$ cat src/rtl/dil_pkg.sv
`default_nettype none

package dil_pkg;

    // Default width of a valid result, and the fixed width of the value field
    localparam int VALUE_WIDTH_DEF = 64;
    localparam int VALUE_BITS      = 64;

    // Character codes
    localparam logic [7:0] CH_LPAREN = 8'h28;
    localparam logic [7:0] CH_RPAREN = 8'h29;
    localparam logic [7:0] CH_QUOTE  = 8'h22;
    localparam logic [7:0] CH_SEMI   = 8'h3B;
    localparam logic [7:0] CH_MINUS  = 8'h2D;
    localparam logic [7:0] CH_PLUS   = 8'h2B;
    localparam logic [7:0] CH_ZERO   = 8'h30;
    localparam logic [7:0] CH_NINE   = 8'h39;
    localparam logic [7:0] CH_CR     = 8'h0D;
    localparam logic [7:0] CH_LF     = 8'h0A;
    localparam logic [7:0] CH_TAB    = 8'h09;
    localparam logic [7:0] CH_SPACE  = 8'h20;

    typedef enum logic [1:0] {
        MODE_IDLE    = 2'd0,
        MODE_COMMENT = 2'd1,
        MODE_NUMBER  = 2'd2
    } t_mode;

    typedef enum logic [2:0] {
        ST_OK            = 3'd0,
        ST_NOT_DELIMITED = 3'd1,
        ST_END           = 3'd2,
        ST_UNEXPECTED    = 3'd3,
        ST_OVERFLOW      = 3'd4
    } t_status;

    // Lexer control state, apart from the magnitude
    typedef struct packed {
        t_mode mode;
        logic  negative;
        logic  saturated;
    } t_ctl;

    // Result request from one step
    typedef struct packed {
        logic    valid;
        t_status status;
    } t_emit;

endpackage

`default_nettype wire

$ cat src/rtl/dil_in_if.sv
`default_nettype none

interface dil_in_if;
    logic       valid;
    logic       ready;
    logic [7:0] char_code;
    logic       end_of_stream;

    modport source (output valid, output char_code, output end_of_stream, input ready);
    modport sink   (input valid, input char_code, input end_of_stream, output ready);
endinterface

`default_nettype wire

$ cat src/rtl/dil_out_if.sv
`default_nettype none

interface dil_out_if;
    logic                                 valid;
    logic                                 ready;
    logic signed [dil_pkg::VALUE_BITS-1:0] value;
    logic [2:0]                           status;

    modport source (output valid, output value, output status, input ready);
    modport sink   (input valid, input value, input status, output ready);
endinterface

`default_nettype wire

$ cat src/rtl/dil_step.sv
`default_nettype none

module dil_step #(
    parameter int VALUE_WIDTH = dil_pkg::VALUE_WIDTH_DEF
) (
    input  wire  dil_pkg::t_ctl                   i_ctl,
    input  wire  logic [VALUE_WIDTH-1:0]          i_mag,
    input  wire  logic [7:0]                      i_char,
    input  wire  logic                            i_eos,
    output dil_pkg::t_ctl                         o_ctl,
    output logic [VALUE_WIDTH-1:0]                o_mag,
    output dil_pkg::t_emit                        o_emit,
    output logic signed [dil_pkg::VALUE_BITS-1:0] o_value
);

    localparam logic [VALUE_WIDTH-1:0] CAP = {1'b1, {(VALUE_WIDTH-1){1'b0}}};

    logic                     is_space;
    logic                     is_digit;
    logic                     is_delim;
    logic                     overflow;
    logic [VALUE_WIDTH+3:0]   prod;
    logic [VALUE_WIDTH-1:0]   signed_mag;

    // Classify the character
    always_comb begin
        is_space = (i_char == dil_pkg::CH_SPACE) ||
                   ((i_char >= dil_pkg::CH_TAB) && (i_char <= dil_pkg::CH_CR));
        is_digit = (i_char >= dil_pkg::CH_ZERO) && (i_char <= dil_pkg::CH_NINE);
        is_delim = is_space || (i_char == dil_pkg::CH_LPAREN) ||
                   (i_char == dil_pkg::CH_RPAREN) || (i_char == dil_pkg::CH_QUOTE) ||
                   (i_char == dil_pkg::CH_SEMI);
    end

    // Magnitude times ten plus digit; it exceeds the cap exactly when saturation is due
    assign prod = ({4'b0000, i_mag} << 3) + ({4'b0000, i_mag} << 1) +
                  (VALUE_WIDTH+4)'(i_char[3:0]);

    // Finished number: overflow check and two's complement value
    assign overflow   = i_ctl.saturated || (!i_ctl.negative && i_mag[VALUE_WIDTH-1]);
    assign signed_mag = i_ctl.negative ? (VALUE_WIDTH)'(0) - i_mag : i_mag;

    // Next state and result
    always_comb begin
        o_ctl          = i_ctl;
        o_mag          = i_mag;
        o_emit.valid   = 1'b0;
        o_emit.status  = dil_pkg::ST_OK;
        o_value        = '0;
        case (i_ctl.mode)
            dil_pkg::MODE_COMMENT: begin
                if (i_eos) begin
                    o_ctl.mode    = dil_pkg::MODE_IDLE;
                    o_emit.valid  = 1'b1;
                    o_emit.status = dil_pkg::ST_END;
                end else if ((i_char == dil_pkg::CH_CR) || (i_char == dil_pkg::CH_LF)) begin
                    o_ctl.mode = dil_pkg::MODE_IDLE;
                end
            end
            dil_pkg::MODE_NUMBER: begin
                if (!i_eos && is_digit) begin
                    if (!i_ctl.saturated) begin
                        if (prod > {4'b0000, CAP}) begin
                            o_mag           = CAP;
                            o_ctl.saturated = 1'b1;
                        end else begin
                            o_mag = prod[VALUE_WIDTH-1:0];
                        end
                    end
                end else if (i_eos || is_delim) begin
                    // delimiter or end closes the number
                    o_emit.valid    = 1'b1;
                    o_emit.status   = overflow ? dil_pkg::ST_OVERFLOW : dil_pkg::ST_OK;
                    o_value         = overflow ? '0
                                      : dil_pkg::VALUE_BITS'(signed'(signed_mag));
                    o_ctl.negative  = 1'b0;
                    o_ctl.saturated = 1'b0;
                    o_mag           = '0;
                    o_ctl.mode      = (!i_eos && (i_char == dil_pkg::CH_SEMI))
                                      ? dil_pkg::MODE_COMMENT : dil_pkg::MODE_IDLE;
                end else begin
                    // drop the number on a stray character
                    o_emit.valid    = 1'b1;
                    o_emit.status   = dil_pkg::ST_NOT_DELIMITED;
                    o_ctl.negative  = 1'b0;
                    o_ctl.saturated = 1'b0;
                    o_mag           = '0;
                    o_ctl.mode      = dil_pkg::MODE_IDLE;
                end
            end
            default: begin
                o_ctl.mode = dil_pkg::MODE_IDLE;
                if (i_eos) begin
                    o_emit.valid  = 1'b1;
                    o_emit.status = dil_pkg::ST_END;
                end else if (is_space) begin
                    o_ctl.mode = dil_pkg::MODE_IDLE;
                end else if (i_char == dil_pkg::CH_SEMI) begin
                    o_ctl.mode = dil_pkg::MODE_COMMENT;
                end else if ((i_char == dil_pkg::CH_LPAREN) || (i_char == dil_pkg::CH_RPAREN) ||
                             (i_char == dil_pkg::CH_QUOTE)) begin
                    o_emit.valid  = 1'b1;
                    o_emit.status = dil_pkg::ST_UNEXPECTED;
                end else begin
                    o_ctl.negative  = 1'b0;
                    o_ctl.saturated = 1'b0;
                    o_mag           = '0;
                    if ((i_char == dil_pkg::CH_MINUS) || (i_char == dil_pkg::CH_PLUS)) begin
                        o_ctl.negative = (i_char == dil_pkg::CH_MINUS);
                        o_ctl.mode     = dil_pkg::MODE_NUMBER;
                    end else if (is_digit) begin
                        o_mag      = (VALUE_WIDTH)'(i_char[3:0]);
                        o_ctl.mode = dil_pkg::MODE_NUMBER;
                    end else begin
                        o_emit.valid  = 1'b1;
                        o_emit.status = dil_pkg::ST_NOT_DELIMITED;
                    end
                end
            end
        endcase
    end

endmodule

`default_nettype wire

$ cat src/rtl/decimal_integer_lexer.sv
// A taken word is held in the input register, then its result in the result register.
// Throughput: one character word per cycle while o_out.ready does not stall the result,
// set by the single lexer step between the two registers (compare, times ten and add).
// Reset: synchronous active low; clears mode, sign, magnitude, saturation and
// both valid flags. No clearing pass is needed.
`default_nettype none

module decimal_integer_lexer #(
    parameter int VALUE_WIDTH = dil_pkg::VALUE_WIDTH_DEF
) (
    input  wire logic  i_clk,
    input  wire logic  i_rst_n,
    dil_in_if.sink     i_in,
    dil_out_if.source  o_out
);

    logic                                 r_in_valid;
    logic [7:0]                           r_char;
    logic                                 r_eos;

    dil_pkg::t_ctl                        r_ctl;
    dil_pkg::t_ctl                        n_ctl;
    logic [VALUE_WIDTH-1:0]               r_mag;
    logic [VALUE_WIDTH-1:0]               n_mag;

    dil_pkg::t_emit                       step_emit;
    logic signed [dil_pkg::VALUE_BITS-1:0] step_value;

    logic                                 r_out_valid;
    logic signed [dil_pkg::VALUE_BITS-1:0] r_value;
    dil_pkg::t_status                     r_status;

    logic                                 proc;

    // Advance the held word when the result register is free or being emptied
    assign proc       = r_in_valid && (!r_out_valid || o_out.ready);
    assign i_in.ready = !r_in_valid || proc;

    // Input register
    always_ff @(posedge i_clk) begin
        if (!i_rst_n) begin
            r_in_valid <= 1'b0;
        end else if (i_in.ready) begin
            r_in_valid <= i_in.valid;
        end
    end

    always_ff @(posedge i_clk) begin
        if (i_in.valid && i_in.ready) begin
            r_char <= i_in.char_code;
            r_eos  <= i_in.end_of_stream;
        end
    end

    dil_step #(
        .VALUE_WIDTH (VALUE_WIDTH)
    ) u_step (
        .i_ctl   (r_ctl),
        .i_mag   (r_mag),
        .i_char  (r_char),
        .i_eos   (r_eos),
        .o_ctl   (n_ctl),
        .o_mag   (n_mag),
        .o_emit  (step_emit),
        .o_value (step_value)
    );

    // Lexer state register
    always_ff @(posedge i_clk) begin
        if (!i_rst_n) begin
            r_ctl.mode      <= dil_pkg::MODE_IDLE;
            r_ctl.negative  <= 1'b0;
            r_ctl.saturated <= 1'b0;
            r_mag           <= '0;
        end else if (proc) begin
            r_ctl <= n_ctl;
            r_mag <= n_mag;
        end
    end

    // Result register
    always_ff @(posedge i_clk) begin
        if (!i_rst_n) begin
            r_out_valid <= 1'b0;
        end else if (proc) begin
            r_out_valid <= step_emit.valid;
        end else if (o_out.ready) begin
            r_out_valid <= 1'b0;
        end
    end

    always_ff @(posedge i_clk) begin
        if (proc && step_emit.valid) begin
            r_value  <= step_value;
            r_status <= step_emit.status;
        end
    end

    assign o_out.valid  = r_out_valid;
    assign o_out.value  = r_value;
    assign o_out.status = r_status;

`ifndef SYNTHESIS
    // Error results carry a zero value
    a_err_zero: assert property (@(posedge i_clk) disable iff (!i_rst_n)
        r_out_valid && (r_status != dil_pkg::ST_OK) |-> (r_value == '0))
        else $error("error result with non-zero value");

    // Saturation only inside a number, with the magnitude pinned at the cap
    a_sat_number: assert property (@(posedge i_clk) disable iff (!i_rst_n)
        r_ctl.saturated |-> (r_ctl.mode == dil_pkg::MODE_NUMBER) &&
                            (r_mag == {1'b1, {(VALUE_WIDTH-1){1'b0}}}))
        else $error("saturation outside a number or below the cap");

    // A stalled result holds while a new word waits behind it
    a_stall_hold: assert property (@(posedge i_clk) disable iff (!i_rst_n)
        r_out_valid && !o_out.ready |=> r_out_valid && $stable(r_value) && $stable(r_status))
        else $error("stalled result changed");

    // The state moves only when a held word is processed
    a_state_hold: assert property (@(posedge i_clk) disable iff (!i_rst_n)
        !proc |=> $stable(r_ctl) && $stable(r_mag))
        else $error("lexer state changed without a word");
`endif

endmodule

`default_nettype wire
$ cat src/flat_wrapper.sv
// flat-port wrapper written by rule: the top's interface ports become plain ports
module decimal_integer_lexer_flat 
#(
    parameter int VALUE_WIDTH = dil_pkg::VALUE_WIDTH_DEF
)
  (i_clk, i_rst_n, i_in_valid, i_in_char_code, i_in_end_of_stream, i_in_ready, o_out_valid, o_out_value, o_out_status, o_out_ready);
  dil_in_if i_in_i ();
  dil_out_if o_out_i ();
  input  wire logic i_clk;
  input  wire logic i_rst_n;
  input wire logic [$bits(i_in_i.valid)-1:0] i_in_valid;
  input wire logic [$bits(i_in_i.char_code)-1:0] i_in_char_code;
  input wire logic [$bits(i_in_i.end_of_stream)-1:0] i_in_end_of_stream;
  output wire logic [$bits(i_in_i.ready)-1:0] i_in_ready;
  output wire logic [$bits(o_out_i.valid)-1:0] o_out_valid;
  output wire logic [$bits(o_out_i.value)-1:0] o_out_value;
  output wire logic [$bits(o_out_i.status)-1:0] o_out_status;
  input wire logic [$bits(o_out_i.ready)-1:0] o_out_ready;
  assign i_in_i.valid = i_in_valid;
  assign i_in_i.char_code = i_in_char_code;
  assign i_in_i.end_of_stream = i_in_end_of_stream;
  assign i_in_ready = i_in_i.ready;
  assign o_out_valid = o_out_i.valid;
  assign o_out_value = o_out_i.value;
  assign o_out_status = o_out_i.status;
  assign o_out_i.ready = o_out_ready;
  decimal_integer_lexer #(.VALUE_WIDTH(VALUE_WIDTH)) u_core (.i_clk(i_clk), .i_rst_n(i_rst_n), .i_in(i_in_i), .o_out(o_out_i));
endmodule
$ cat config.mk
export PLATFORM = sky130hd
export DESIGN_NAME = decimal_integer_lexer_flat
export DESIGN_NICKNAME = d
export VERILOG_FILES = /design/src/rtl/dil_pkg.sv /design/src/rtl/dil_in_if.sv /design/src/rtl/dil_out_if.sv /design/src/rtl/dil_step.sv /design/src/rtl/decimal_integer_lexer.sv /design/src/flat_wrapper.sv
export SDC_FILE = /design/constraint.sdc
export NUM_CORES = 1
export LEC_CHECK = 0
export BUFFER_PORTS_ARGS = -buffer_cell sky130_fd_sc_hd__clkbuf_2
export CORE_MARGIN = 4
export CORE_UTILIZATION = 60
export DETAILED_ROUTE_END_ITERATION = 6
export MAX_ROUTING_LAYER = met4
export PLACE_DENSITY = 0.85
export SETUP_SLACK_MARGIN = 0.3
export SLEW_MARGIN = 10
export SYNTH_ARGS = -nofsm -noshare
export SYNTH_HDL_FRONTEND = slang
export SYNTH_SLANG_ARGS = --single-unit
$ cat constraint.sdc
create_clock -name i_clk -period 6.19 [get_ports i_clk]
set_clock_uncertainty 0.1 [all_clocks]
set_input_delay 0.3095 -clock i_clk [delete_from_list [all_inputs] [get_ports i_clk]]
set_output_delay 0.3095 -clock i_clk [all_outputs]
set_load 0.02 [all_outputs]
# Yosys cells after proc, flatten, opt, wreduce, memory -nomap -nowiden
# Index checks and enable logic that the tools add are counted.
dict set report word_totals {
  ff_bits 146
  elab_cells 113
}
dict set report classes {
  n_bitwise 3
  n_reduce_logical 31
  addsub 3
  muxes 43
  eq_ne 18
  magnitude_cmp 5
}
# operator n
set ops {}
lappend ops {{64-bit 2-to-1 mux} 8}
lappend ops {{64-bit case mux with 2 select lines} 1}
lappend ops {{67-bit by 65-bit adder with 68-bit output} 1}
lappend ops {{68-bit by 4-bit adder with 68-bit output} 1}
lappend ops {{68-bit by 64-bit greater-than comparator with 1-bit output (second input constant)} 1}
lappend ops {{1-bit by 64-bit subtractor with 64-bit output (first input constant)} 1}
lappend ops {{8-bit by 6-bit == test with 1-bit output (second input constant)} 7}
lappend ops {{4-bit 2-to-1 mux} 12}
lappend ops {{8-bit by 4-bit == test with 1-bit output (second input constant)} 2}
lappend ops {{2-bit 2-to-1 mux} 8}
lappend ops {{7-bit AND reduction} 2}
lappend ops {{1-bit logical OR} 13}
lappend ops {{3-bit 2-to-1 mux} 4}
lappend ops {{8-bit by 4-bit greater-or-equal comparator with 1-bit output (second input constant)} 1}
lappend ops {{8-bit by 6-bit greater-or-equal comparator with 1-bit output (second input constant)} 1}
lappend ops {{8-bit by 4-bit <= comparator with 1-bit output (second input constant)} 1}
lappend ops {{8-bit by 6-bit <= comparator with 1-bit output (second input constant)} 1}
lappend ops {{1-bit logical AND} 8}
lappend ops {{2-bit case mux with 2 select lines} 2}
lappend ops {{4-bit case mux with 2 select lines} 1}
lappend ops {{1-bit 2-to-1 mux} 7}
lappend ops {{2-bit by 1-bit inequality test with 1-bit output (second input constant)} 3}
lappend ops {{6-bit AND reduction} 1}
lappend ops {{1-bit zero test} 4}
lappend ops {{other kinds (9)} 12}

# Longest topological paths before layout
dict set report depth {
  depth_word 12
  mapped_depth 18
  depth_no_buf 16
}

# Modules after synthesis
# A second synthesis with hierarchy kept.
dict set report unflattened {
  cells_unflattened 1756
  hier_area_um2 14015.9
}
# module n_inst cells_per_inst area_per_inst_um2
set by_module_without_submodules {}
lappend by_module_without_submodules {dil_step 1 1373 8939.8}
lappend by_module_without_submodules {decimal_integer_lexer 1 383 5076.1}

# Worst setup path before layout
# OpenSTA, ideal clock, no wires.
dict set report synth_timing {
  kind {reg2reg}
  startpoint {register u_core.r_char[1]}
  endpoint {register u_core.r_status[0], in the netlist u_core.o_out.status[0] (enable)}
  path_stages_with_launch 9
  setup_time_ps 516
  t_arrival_ps 4675
  slack_ps 899
  required_time_ps 5574
  cell_sequence {edfxtp_1 > clkbuf_1 > o21ai_0 > nand2_1 > o31a_1 > o21ai_0 > a21oi_1 > o22ai_1 > a21oi_1}
}
dict set report synth_via {
  elab_chain_cells 10
}
# element line_no
set synth_rtl {}
lappend synth_rtl {{from (decl)} decimal_integer_lexer.sv:18} ;# logic [7:0] r_char;
lappend synth_rtl {{from (signal assigned)} decimal_integer_lexer.sv:50} ;# r_char <= i_in.char_code;
lappend synth_rtl {{8-bit by 6-bit greater-or-equal comparator with 1-bit output or 8-bit by 6-bit <= comparator with 1-bit output (tied branches)} dil_step.sv:29} ;# is_digit = (i_char >= dil_pkg::CH_ZERO) && (i_char <= dil_pkg::CH_NINE);
lappend synth_rtl {{1-bit logical AND} dil_step.sv:29}
lappend synth_rtl {{4-bit 2-to-1 mux} dil_step.sv:111} ;# end else if (is_digit) begin
lappend synth_rtl {{4-bit 2-to-1 mux} dil_step.sv:108} ;# if ((i_char == dil_pkg::CH_MINUS) || (i_char == dil_pkg::CH_PLUS)) begin
lappend synth_rtl {{4-bit 2-to-1 mux} dil_step.sv:100} ;# end else if ((i_char == dil_pkg::CH_LPAREN) || (i_char == dil_pkg::CH_RPAREN) ||
lappend synth_rtl {{4-bit 2-to-1 mux} dil_step.sv:98} ;# end else if (i_char == dil_pkg::CH_SEMI) begin
lappend synth_rtl {{4-bit 2-to-1 mux} dil_step.sv:96} ;# end else if (is_space) begin
lappend synth_rtl {{4-bit 2-to-1 mux} dil_step.sv:93} ;# if (i_eos) begin
lappend synth_rtl {{4-bit case mux with 2 select lines *} dil_step.sv:50} ;# case (i_ctl.mode)
lappend synth_rtl {{1-bit logical AND *} decimal_integer_lexer.sv:93} ;# if (proc && step_emit.valid) begin
lappend synth_rtl {{to (signal assigned)} decimal_integer_lexer.sv:95} ;# r_status <= step_emit.status;
lappend synth_rtl {{to (decl)} decimal_integer_lexer.sv:31} ;# dil_pkg::t_status r_status;
# Mark *: on every way between the ends. The rest lies on a longest branch, timed or not.
# A chain may end at the register's enable or synchronous reset.

# Worst setup path in the final report
dict set report layout_timing {
  startpoint {register u_core.r_char[3]}
  endpoint {register u_core.r_mag[44]}
}
dict set report layout_via {
  elab_chain_cells 6
}
# element line_no
set layout_rtl {}
lappend layout_rtl {{68-bit by 4-bit adder with 68-bit output} dil_step.sv:36} ;# assign prod = ({4'b0000, i_mag} << 3) + ({4'b0000, i_mag} << 1) +
lappend layout_rtl {{68-bit by 64-bit greater-than comparator with 1-bit output} dil_step.sv:63} ;# if (prod > {4'b0000, CAP}) begin
lappend layout_rtl {{64-bit 2-to-1 mux} dil_step.sv:63}
lappend layout_rtl {{64-bit 2-to-1 mux} dil_step.sv:62} ;# if (!i_ctl.saturated) begin
lappend layout_rtl {{64-bit 2-to-1 mux} dil_step.sv:61} ;# if (!i_eos && is_digit) begin
lappend layout_rtl {{64-bit case mux with 2 select lines} dil_step.sv:50}
lappend layout_rtl {{to (signal assigned)} decimal_integer_lexer.sv:77} ;# r_mag <= n_mag;
lappend layout_rtl {{to (decl)} decimal_integer_lexer.sv:23} ;# logic [VALUE_WIDTH-1:0] r_mag;
# Parallel ways exist; a longest one is shown, timed or not. The select of a mux whose other input is x is not followed.

==> impl_results.md <==
- Status: complete, no violations
- Synth top area share: 19.07%
- H-tree depth: 4
- Setup TNS: 0 ns
- Worst hold path endpoint: u_core.r_in_valid
- Warnings, synthesis: 0
- Chip Width: 149.2 µm
- Mux cell area share after synthesis: 0.2509%
- Starting Density: 61.29%
- Post-synth top flop: edfxtp_1
- Crit path cell chain: inv_1 > fa_1 > fa_1 > nand2b_1 > a211oi_1 > buf_4 > o21ai_2 > a21oi_2 > a221o_1 > a311oi_1 > or4_1 > or4b_1 > o31ai_4 > nand3_2 > buf_4 > o21ai_0
- DRC viols: 0
- Hold Vio Cnt, Final: 0
- PD cells: 167.4 mW/mm²
- Synth-to-layout area growth: 11.08%
- Number of global-route vias before repair: 10862
- Drt initial violations: 1048
- Leakage dissipation: 5.785 nW
- CP Max Fanout: 26
- Fmax: 180.1 MHz
- CTS clk-pin slew, worst paths: 0.07 ns
- Post-synthesis sequential area ratio: 30.78%
- Worst R2R Setup Slack: 0.64 ns
- Synth Area in Adders: 13.93%
- DRT Pass-1 Iters: 6
- CTS buffer count: 17
- Die area: 0.02227 mm²
- Cell count after synthesis: 1453
- Largest net degree at the start of global routing: 65
- Slowest library cell on the worst path: or4b_1
- Tcrit/Tclk final: 89.69%
- Filler cells: 1570
- Min-Delay Startpoint: i_in_valid
- Max Buffers Root-to-Sink: 2
- I/O Buffers: 81
- Synth Area in Compound Gates: 22.53%
- Worst vdd ir: 181.9 µV
- Row count: 51
- Post-Synth XOR/XNOR Area: 8.050%
- Min-delay worst type: input port to register
- Asr flop ratio synth: 0%
- WS Path Type: register to register
- Worst r2r src: u_core.r_char[3]
- Crit. End Element: register
- Post-synth EDFFs: 76
- Chip height: 149.2 µm
- Startpoint types: register
- Hold depth: 3
- Met2 global-route usage: 52.66%
- Routed len/inst: 20.05 µm
- Worst hold slack: 0.01710 ns
- Initial antenna violation count: 0
- Max-slew violations: 0
- CTS tree: built
- Clock tree root driver cell: clkbuf_16
- First-pass GRT wire length: 57060 µm
- Netlist cell types: 73
- Ports: 82
- Area leader, netlist: edfxtp_1
- RSZ-0062 raised after global routing: no
- Clock latency on the worst-skew pair: 0.43 ns
- Mapped Nets: 1598
- GRT busiest layer: met2
- Core Area: 0.01953 mm²
- GR Util met3: 4.284%
- Max cap viols: 0
- Gp weighted congestion: 1.026
- Final wirelength: 36050 µm
- Largest cells by area after synthesis: edfxtp_1 19%, ha_1 14%, dfxtp_1 12%
- Combinational family with the most area after synthesis: compound AO/OA/AOI/OAI gates
- FF+latch count, synth: 146
- Detail Route Antenna Nets: 0
- Final setup fails: 0
- Gr usage total: 32.93%
- Synthesized area: 0.01197 mm²
- Synth Area per Inst: 8.237 µm²
- Num Clock Sinks: 146
- Met1 usage: 44.30%
- Vias per cell: 6.456
- Fin crit period: 5.552 ns
- Share of layout cells above drive strength 1: 10.24%
- Worst rel slew slack: 20.59%
- R2R depth: 16
- Diodes inserted: 0
- Capture point of the worst reg-to-reg path: u_core.r_mag[44]
- Simple-gate share of the synthesized area: 21.37%
- Worst EP arrival: 5.80 ns
- Post-DP HPWL: 27680 µm
- Routed vias: 11608
- Critical path's largest stage delay: 0.58 ns
- Nets: 1665
- Worst-Margin Slew: 1.176 ns
- Overflow after GRT: 0
- Data required time of the worst path: 6.44 ns
==> synth_stat cells, types with 7 or more instances <==
master	instances
nor2b_1	10
nand4_1	50
and3_1	10
edfxtp_1	76
nor3_1	21
nand3_1	31
inv_1	35
o211ai_1	13
xor2_1	85
a2111oi_0	7
nand2_1	189
ha_1	130
nor2_1	142
xnor2_1	25
a211oi_1	11
and2_1	7
buf_2	8
o21ai_0	122
o21a_1	13
clkbuf_1	52
a21o_1	27
a31oi_1	11
dfxtp_1	70
o31ai_1	26
or3_1	20
or4_1	10
o21ai_1	7
a21oi_1	106
nand2b_1	8
nor4_1	21
==> metal layers <==
layer / share of wire, % / vias to the layer above / routed length (µm)
met5: 0 / - / 0
met1: 44 / 5416 / 15870
li1: - / 5569 / -
met4: 2.4 / 0 / 855
met3: 7.5 / 67 / 2694
met2: 46 / 556 / 16640
==> kinds of logic after synthesis <==
kind of cell    after synthesis
simple gates                543
fa+ha+maj                   132
flops                       146
compound gates              423
mux                           3
xor+xnor                    110
buf+inv                      96
==> registers in the layout (all words and copies together), names as in the netlist <==
signal / cells
u_core.o_out.value: 64
u_core.r_mag: 64
u_core.o_out.status: 3
u_core.r_in_valid: 1
u_core.o_out.valid: 1
u_core.r_char: 8
u_core.r_eos: 1
u_core.r_ctl: 4
==> through the flow <==
stage / area [µm²] / power [mW] / utilization (%) / instances / setup slack [ns]
after global placement: 12600 / 1.192 / 64.55 / 1754 / 0.7047
after detailed placement: 12600 / 1.196 / 64.55 / 1754 / 0.5369
after global routing: 13290 / 2.288 / 68.08 / 1798 / 0.3549
after CTS: 13270 / 2.228 / 67.97 / 1795 / 0.5071
after floorplan: 11970 / 1.152 / - / 1453 / 0.8988
final: 13290 / 2.226 / 68.08 / 1798 / 0.6383
==> final cells by class <==
class	count	area, µm²	share of cell area, %
multi-input cells	1211	7931	59.66
flip-flops and latches	146	3685	27.72
repair buffers	109	638.1	4.800
clock buffers	18	429.2	3.228
well taps	265	331.6	2.494
clock inverters	14	147.6	1.111
inverters	35	131.4	0.9882
==> report_power, final <==
part / internal [mW] / leakage (nW) / switching [mW]
clock network: 0.567 / 0.277 / 0.476
registers: 1.04 / 1.33 / 0.0124
logic: 0.0395 / 4.18 / 0.0952
==> placed cells by master (no fill, tap or decap), types with 7 or more instances in the layout <==
cell type,n
ha_1,130
xnor2_1,25
or4_1,10
dfxtp_1,69
a21o_1,27
nand3_1,31
nor4_1,21
edfxtp_1,76
a31oi_1,11
nand2b_1,8
o31ai_1,26
dlygate4sd3_1,9
o211ai_1,13
nor2_1,142
o21ai_1,7
and3_1,10
clkbuf_2,81
nand2_1,189
o21a_1,13
nor3_1,21
a2111oi_0,7
buf_4,19
a21oi_1,105
clkbuf_16,17
nand4_1,50
inv_1,35
a211oi_1,10
nor2b_1,10
o21ai_0,122
xor2_1,85
or3_1,20
==> worst max-delay path, delay by kind of cell (launching register included) <==
kind	cells	cell delay (ns)
AO/OA/AOI/OAI	7	1.62
adder cells (fa/ha/maj)	2	0.99
buffers and inverters	3	0.63
flip-flops	1	0.54
AND/OR/NAND/NOR	4	1.59
==> worst max path at each step <==
stage | end | slack [ns] | start | cells past startpoint
after global placement | u_core.r_mag[40] | 0.70 | u_core.r_char[3] | 17
after floorplan | u_core.o_out.status[0] | 0.90 | u_core.r_char[1] | 8
after global routing | u_core.r_mag[44] | 0.35 | u_core.r_char[3] | 18
final | u_core.r_mag[44] | 0.64 | u_core.r_char[3] | 16
after CTS | u_core.r_mag[44] | 0.51 | u_core.r_char[3] | 17
after detailed placement | u_core.r_mag[44] | 0.54 | u_core.r_char[3] | 17
==> what timing repair did <==
item | 4_1_cts | 5_1_grt
resized for setup | 0 | 1
setup endpoints to repair | 0 | 34
hold endpoints to repair | 9 | 0
hold buffers | 9 | 0
buffers inserted | 0 | 3
Power figures use the tool's default switching activity.
